<file path="config.mk">
export PLATFORM = sky130hd
export DESIGN_NAME = thumb_logic_shift_alu
export DESIGN_NICKNAME = d
export VERILOG_FILES = /design/src/hdl/tlsa_pkg.sv /design/src/hdl/tlsa_exec.sv /design/src/hdl/thumb_logic_shift_alu.sv
export SDC_FILE = /design/constraint.sdc
export NUM_CORES = 1
export LEC_CHECK = 0
export BUFFER_PORTS_ARGS = -buffer_cell sky130_fd_sc_hd__buf_4
export CAP_MARGIN = 20
export CORE_AREA = 2 2 221 223
export DETAILED_ROUTE_END_ITERATION = 12
export DIE_AREA = 0 0 223 225
export GPL_TIMING_DRIVEN = 0
export REMOVE_ABC_BUFFERS = 1
export SYNTH_ARGS = -nofsm -noshare
export SYNTH_HDL_FRONTEND = slang
export SYNTH_HIERARCHICAL = 1
export SYNTH_SLANG_ARGS = --single-unit
</file>
<file path="constraint.sdc">
create_clock -name i_clk -period 4.3 [get_ports i_clk]
set_clock_uncertainty 0.05 [all_clocks]
set_input_delay 1.075 -clock i_clk [delete_from_list [all_inputs] [get_ports i_clk]]
set_output_delay 1.075 -clock i_clk [all_outputs]
set_load 0.05 [all_outputs]
</file>
<file path="src/hdl/tlsa_pkg.sv">
package tlsa_pkg;

    localparam int unsigned OPCODE_W = 4;
    localparam int unsigned DATA_W   = 32;
    localparam int unsigned IMM_W    = 5;
    localparam int unsigned INDEX_W  = 3;
    localparam int unsigned AMT_W    = 6;

    localparam logic [OPCODE_W-1:0] OP_AND     = 4'd0;
    localparam logic [OPCODE_W-1:0] OP_BIC     = 4'd1;
    localparam logic [OPCODE_W-1:0] OP_EOR     = 4'd2;
    localparam logic [OPCODE_W-1:0] OP_ORR     = 4'd3;
    localparam logic [OPCODE_W-1:0] OP_MVN     = 4'd4;
    localparam logic [OPCODE_W-1:0] OP_ASR_IMM = 4'd5;
    localparam logic [OPCODE_W-1:0] OP_ASR_REG = 4'd6;
    localparam logic [OPCODE_W-1:0] OP_LSL_IMM = 4'd7;
    localparam logic [OPCODE_W-1:0] OP_LSR_IMM = 4'd8;
    localparam logic [OPCODE_W-1:0] OP_LSL_REG = 4'd9;
    localparam logic [OPCODE_W-1:0] OP_LSR_REG = 4'd10;
    localparam logic [OPCODE_W-1:0] OP_ROR_REG = 4'd11;

    // register counts of 33 and above all behave alike
    localparam logic [AMT_W-1:0] AMT_FULL = 6'd32;
    localparam logic [AMT_W-1:0] AMT_OVER = 6'd33;

    typedef struct packed {
        logic              flag_n;
        logic              flag_z;
        logic              flag_c;
    } t_flags;

    typedef struct packed {
        logic [DATA_W-1:0] result;
        logic              write_en;
        logic              update;
        logic              carry;
    } t_exec_res;

endpackage

</file>
<file path="src/hdl/tlsa_exec.sv">
module tlsa_exec
    import tlsa_pkg::*;
(
    input  logic [OPCODE_W-1:0] i_opcode,
    input  logic [DATA_W-1:0]   i_dest_value,
    input  logic [DATA_W-1:0]   i_source_value,
    input  logic [IMM_W-1:0]    i_shift_imm,
    input  logic                i_carry,
    output t_exec_res           o_res
);

    logic               is_imm;
    logic [DATA_W-1:0]  shift_val;
    logic [7:0]         cnt;
    logic [AMT_W-1:0]   reg_amt;
    logic [AMT_W-1:0]   imm_amt;
    logic [AMT_W-1:0]   amt;
    logic [DATA_W:0]    lsl_ext;
    logic [DATA_W:0]    lsr_ext;
    logic signed [DATA_W:0] asr_ext;
    logic [2*DATA_W-1:0] ror_ext;
    logic               keep_c;

    assign is_imm    = (i_opcode == OP_ASR_IMM) || (i_opcode == OP_LSL_IMM)
                    || (i_opcode == OP_LSR_IMM);
    assign shift_val = is_imm ? i_source_value : i_dest_value;
    assign cnt       = i_source_value[7:0];
    assign reg_amt   = (cnt > 8'(AMT_FULL)) ? AMT_OVER : cnt[AMT_W-1:0];

    // zero immediate means 32 for the right shifts, not for lsl
    always_comb begin
        if (i_opcode == OP_LSL_IMM) begin
            imm_amt = {1'b0, i_shift_imm};
        end else if (i_shift_imm == '0) begin
            imm_amt = AMT_FULL;
        end else begin
            imm_amt = {1'b0, i_shift_imm};
        end
    end

    assign amt    = is_imm ? imm_amt : reg_amt;
    assign keep_c = (amt == '0);

    // one extra bit on the far side catches the last bit shifted out
    assign lsl_ext = {1'b0, shift_val} << amt;
    assign lsr_ext = {shift_val, 1'b0} >> amt;
    assign asr_ext = $signed({shift_val, 1'b0}) >>> amt;
    assign ror_ext = {i_dest_value, i_dest_value} >> cnt[IMM_W-1:0];

    always_comb begin
        o_res.result   = '0;
        o_res.write_en = 1'b1;
        o_res.update   = 1'b1;
        o_res.carry    = i_carry;
        unique case (i_opcode)
            OP_AND: o_res.result = i_dest_value & i_source_value;
            OP_BIC: o_res.result = i_dest_value & ~i_source_value;
            OP_EOR: o_res.result = i_dest_value ^ i_source_value;
            OP_ORR: o_res.result = i_dest_value | i_source_value;
            OP_MVN: o_res.result = ~i_source_value;
            OP_ASR_IMM, OP_ASR_REG: begin
                o_res.result = asr_ext[DATA_W:1];
                if (!keep_c) begin
                    o_res.carry = asr_ext[0];
                end
            end
            OP_LSL_IMM, OP_LSL_REG: begin
                o_res.result = lsl_ext[DATA_W-1:0];
                if (!keep_c) begin
                    o_res.carry = lsl_ext[DATA_W];
                end
            end
            OP_LSR_IMM, OP_LSR_REG: begin
                o_res.result = lsr_ext[DATA_W:1];
                if (!keep_c) begin
                    o_res.carry = lsr_ext[0];
                end
            end
            OP_ROR_REG: begin
                o_res.result = ror_ext[DATA_W-1:0];
                if (cnt == '0) begin
                    o_res.write_en = 1'b0;
                end else begin
                    o_res.carry = ror_ext[DATA_W-1];
                end
            end
            default: begin
                o_res.write_en = 1'b0;
                o_res.update   = 1'b0;
            end
        endcase
    end

endmodule

</file>
<file path="src/hdl/thumb_logic_shift_alu.sv">
// stages: input register, then result register; a beat taken on the input is registered
// in both before the result beat can be taken
// throughput: one beat per cycle, sustained while the output is not stalled by i_ready; the
// flag update is combinational between the input register and the result register
// reset (i_rst_n low, synchronous): both stages empty, n, z and c flag register cleared
module thumb_logic_shift_alu
    import tlsa_pkg::*;
(
    input  logic                i_clk,
    input  logic                i_rst_n,
    input  logic                i_valid,
    output logic                o_ready,
    input  logic [OPCODE_W-1:0] i_opcode,
    input  logic [DATA_W-1:0]   i_dest_value,
    input  logic [DATA_W-1:0]   i_source_value,
    input  logic [IMM_W-1:0]    i_shift_imm,
    input  logic [INDEX_W-1:0]  i_dest_index,
    output logic                o_valid,
    input  logic                i_ready,
    output logic [DATA_W-1:0]   o_result_value,
    output logic [INDEX_W-1:0]  o_write_index,
    output logic                o_write_enable,
    output logic                o_negative_flag,
    output logic                o_zero_flag,
    output logic                o_carry_flag
);

    logic                r_in_valid;
    logic [OPCODE_W-1:0] r_opcode;
    logic [DATA_W-1:0]   r_dest_value;
    logic [DATA_W-1:0]   r_source_value;
    logic [IMM_W-1:0]    r_shift_imm;
    logic [INDEX_W-1:0]  r_dest_index;

    logic                r_out_valid;
    logic [DATA_W-1:0]   r_result;
    logic [INDEX_W-1:0]  r_index;
    logic                r_write_en;
    t_flags              r_out_flags;

    t_flags              r_flags;
    t_flags              n_flags;
    t_exec_res           exec_res;
    logic                advance;
    logic                in_take;

    assign advance = r_in_valid && (!r_out_valid || i_ready);
    assign o_ready = !r_in_valid || advance;
    assign in_take = i_valid && o_ready;

    tlsa_exec u_exec (
        .i_opcode       (r_opcode),
        .i_dest_value   (r_dest_value),
        .i_source_value (r_source_value),
        .i_shift_imm    (r_shift_imm),
        .i_carry        (r_flags.flag_c),
        .o_res          (exec_res)
    );

    // undefined opcodes hold and report the old flags
    always_comb begin
        n_flags = r_flags;
        if (exec_res.update) begin
            n_flags.flag_n = exec_res.result[DATA_W-1];
            n_flags.flag_z = (exec_res.result == '0);
            n_flags.flag_c = exec_res.carry;
        end
    end

    always_ff @(posedge i_clk) begin
        if (!i_rst_n) begin
            r_in_valid  <= 1'b0;
            r_out_valid <= 1'b0;
            r_flags     <= '0;
        end else begin
            if (in_take) begin
                r_in_valid <= 1'b1;
            end else if (advance) begin
                r_in_valid <= 1'b0;
            end
            if (advance) begin
                r_out_valid <= 1'b1;
                r_flags     <= n_flags;
            end else if (i_ready) begin
                r_out_valid <= 1'b0;
            end
        end
    end

    always_ff @(posedge i_clk) begin
        if (in_take) begin
            r_opcode       <= i_opcode;
            r_dest_value   <= i_dest_value;
            r_source_value <= i_source_value;
            r_shift_imm    <= i_shift_imm;
            r_dest_index   <= i_dest_index;
        end
        if (advance) begin
            r_result    <= exec_res.result;
            r_index     <= r_dest_index;
            r_write_en  <= exec_res.write_en;
            r_out_flags <= n_flags;
        end
    end

    assign o_valid         = r_out_valid;
    assign o_result_value  = r_result;
    assign o_write_index   = r_index;
    assign o_write_enable  = r_write_en;
    assign o_negative_flag = r_out_flags.flag_n;
    assign o_zero_flag     = r_out_flags.flag_z;
    assign o_carry_flag    = r_out_flags.flag_c;

    // the beat on the output always shows the live flag state
    a_flags_match: assert property (@(posedge i_clk) disable iff (!i_rst_n)
        o_valid |-> (r_out_flags == r_flags))
        else $error("output flags differ from flag register");

    // a zero result can never be negative, held flags included
    a_nz_exclusive: assert property (@(posedge i_clk) disable iff (!i_rst_n)
        !(r_flags.flag_n && r_flags.flag_z))
        else $error("n and z set together");

    a_stall_full: assert property (@(posedge i_clk) disable iff (!i_rst_n)
        !o_ready |-> (r_in_valid && o_valid && !i_ready))
        else $error("input stalled while pipeline can move");

    a_advance_shows: assert property (@(posedge i_clk) disable iff (!i_rst_n)
        advance |=> o_valid)
        else $error("advanced item missing from output");

    a_no_write_on_bad_op: assert property (@(posedge i_clk) disable iff (!i_rst_n)
        (advance && !exec_res.update) |=> (!o_write_enable && o_result_value == '0))
        else $error("undefined opcode produced a write");

endmodule

</file>
==> metrics.yaml <==
ctsHoldBuffers: 0
hold_violations: 0
via_count: 16900
drt-pass1-iter-count: 6
grt_start_max_net_pins: 63
hpwl_um: 57800
grt_pass1_wl_um: 113000
rsz0062_at_grt: "true"
cap_violations: 0
drc: 0
finalSetupTns_ns: -0.0467
placedInstanceArea_um2: 16200
violations: "negative setup slack"
p_total_mw: 5.48
clock_path_buffers: 2
cts_max_level: 4
arrival_ns: 4.54
final_cell_mix: "buf_4, nand2_1, edfxtp_1"
ant_nets: 0
worstSetupPathType: "flop to flop"
crit_fanout: 27
clock_sinks: 120
crit_family: "compound AO/OA/AOI/OAI gates"
wl_per_cell_um: 32.1
worst_pin_slew_ns: 1.08
cts_tree: "yes"
maxSlewViolCount: 0
grt_pass1_vias: 15300
syn_to_final_growth_pct: 38.2
globalplace.congestion: 0.991
timing.hold.ws_ns: 0.370
ys_seq_elements: 120
timing.final.ws_setup_ns: -0.0467
status: "finished with violations"
path_common_cell: "buf_16"
syn-cell-area_um2: 14200
ir_drop_mv: 0.262
vias_per_cell: 6.69
synth_edf_count: 115
portBuffers: 120
core_um2: 47500
max_slew_margin_pct: 27.4
die_w_um: 223
synthArstFlopShare_pct: 0
start_kind: "flop"
cp_slowest_cell: "o31ai_2"
ios: 121
drt_iter0_markers: 2579
cts_root_buf: "clkbuf_16"
nFillCells: 4646
synthCells: 1693
min_period_ns: 4.35
crit_buf_inv: 4
finalInstanceArea_um2: 19600
fin_nets: 2001
rows: 80
ys_seq_area_share_pct: 25.0
clkLatencyLatePin_ns: 0.48
antenna_found_initial: 2
required_ns: 4.49
overflow: 0
synth_ff_type: "edfxtp_1"
yosysWarningCount: 6
p_per_area_nw_per_um2: 279
cts_buffers: 17
end_kind: "flop"
p_leak_nw: 7.60
drt_wl_total_um: 80900
die-area_um2: 50200
final_common_cell: "buf_4"
clkSlewWorstSetupHoldPaths_ns: 0.06
grtUsageTotal_pct: 31.5
start_util_pct: 29.9
min_period_over_period_pct: 101
clock.fmax_mhz: 230
layout-drive-gt1-share_pct: 35.6
hold_path_class: "flop to flop"
setup_violations: 1
cpPeakStageDelay_ns: 0.49
syn_area_per_cell_um2: 8.39
die_h_um: 225
ys_types: 95
path_cells: "buf_16 > buf_16 > nor4_4 > o211a_4 > o21ai_4 > buf_4 > buf_16 > and3_1 > o31ai_2 > mux2i_2 > o21ai_1 > a211o_1 > nor2_1 > nand2_2 > nor3_4 > a21o_2"
dpl_worst_slack_ns: -2.17
-- sequential cells by signal, summed over array words and instances (netlist names) --
| register | count |
|---|---|
| o_carry_flag | 1 |
| r_opcode | 4 |
| r_in_valid | 1 |
| r_shift_imm | 5 |
| o_write_index | 3 |
| o_write_enable | 1 |
| r_source_value | 32 |
| r_dest_value | 32 |
| o_zero_flag | 1 |
| o_result_value | 32 |
| o_valid | 1 |
| r_flags | 3 |
| o_negative_flag | 1 |
| r_dest_index | 3 |
-- cell families after synthesis --
group | Yosys count | synth area share (%)
compound gates | 589 | 28.8
xor+xnor | 30 | 1.85
flops | 120 | 25.0
buf+inv | 244 | 7.43
fa+ha+maj | 32 | 2.82
simple gates | 511 | 18.0
mux | 167 | 16.1
-- power breakdown --
group	internal (mW)	switching (mW)	total [mW]
clock	0.873	0.636	1.51
sequential	1.37	0.133	1.51
combinational	0.960	1.50	2.46
-- worst paths after layout --
| path | startpoint | endpoint | slack, ns | cells after the start |
|---|---|---|---|---|
| worst min-delay path | r_dest_index[1] | o_write_index[1] | 0.37 | 0 |
| worst max-delay path | r_source_value[2] | o_zero_flag | -0.05 | 16 |
| worst min register to register | r_dest_index[1] | o_write_index[1] | 0.37 | 0 |
| worst max register to register | r_source_value[2] | o_zero_flag | -0.05 | 16 |
-- area by class of cell --
| type | count | area [µm²] | area share [%] |
|---|---|---|---|
| clock buffer | 17 | 425 | 2.17 |
| clock inverter | 15 | 179 | 0.911 |
| timing repair buffer | 340 | 3510 | 17.9 |
| sequential | 120 | 3550 | 18.1 |
| tap | 615 | 769 | 3.92 |
| antenna | 1 | 2.50 | 0.0127 |
| multi-input combinational | 1339 | 10900 | 55.6 |
| inverter | 71 | 272 | 1.38 |
-- cell usage after synthesis (19+ instances only) --
cell type	count	area share (%)
xor2_1	30	1.8
o221ai_1	31	1.9
mux4_2	46	7.3
inv_1	68	1.8
nor2_1	98	2.6
buf_2	70	2.5
nor2b_1	19	0.84
edfxtp_1	115	24
o211ai_1	33	1.7
a21oi_1	106	3.7
clkbuf_1	81	2.1
and2_1	20	0.88
o21ai_0	99	3.5
nand2_1	177	4.7
nand3_1	56	2.0
a211o_1	20	1.2
o22ai_1	36	1.6
a211oi_1	25	1.3
mux2i_1	87	6.1
mux2_2	34	2.7
a31oi_1	53	2.3
nor3_1	33	1.2
ha_1	32	2.8
-- per-stage QoR --
| stage | utilization, % | std cells |
|---|---|---|
| after floorplan | - | 1520 |
| after global placement | 31.7 | 2255 |
| after detailed placement | 34.1 | 2305 |
| after CTS | 39.2 | 2451 |
| after global routing | 41.3 | 2517 |
| final | 41.3 | 2518 |
-- layer usage --
metal | routed length [µm] | up-vias | track usage, %
li1 | - | 7049 | -
met1 | 30500 | 8187 | 39.7
met2 | 34300 | 1304 | 47.8
met3 | 9770 | 315 | 9.17
met4 | 6170 | 2 | 18.7
met5 | 135 | - | 2.15
-- what timing repair did --
action | 4_1_cts | 5_1_grt
cloned | 13 | 4
setup endpoints to repair | 38 | 4
pin swaps | 48 | 52
gates resized for setup | 165 | 98
buffers inserted | 101 | 64
No activity file was read; power rests on OpenSTA's default activity.
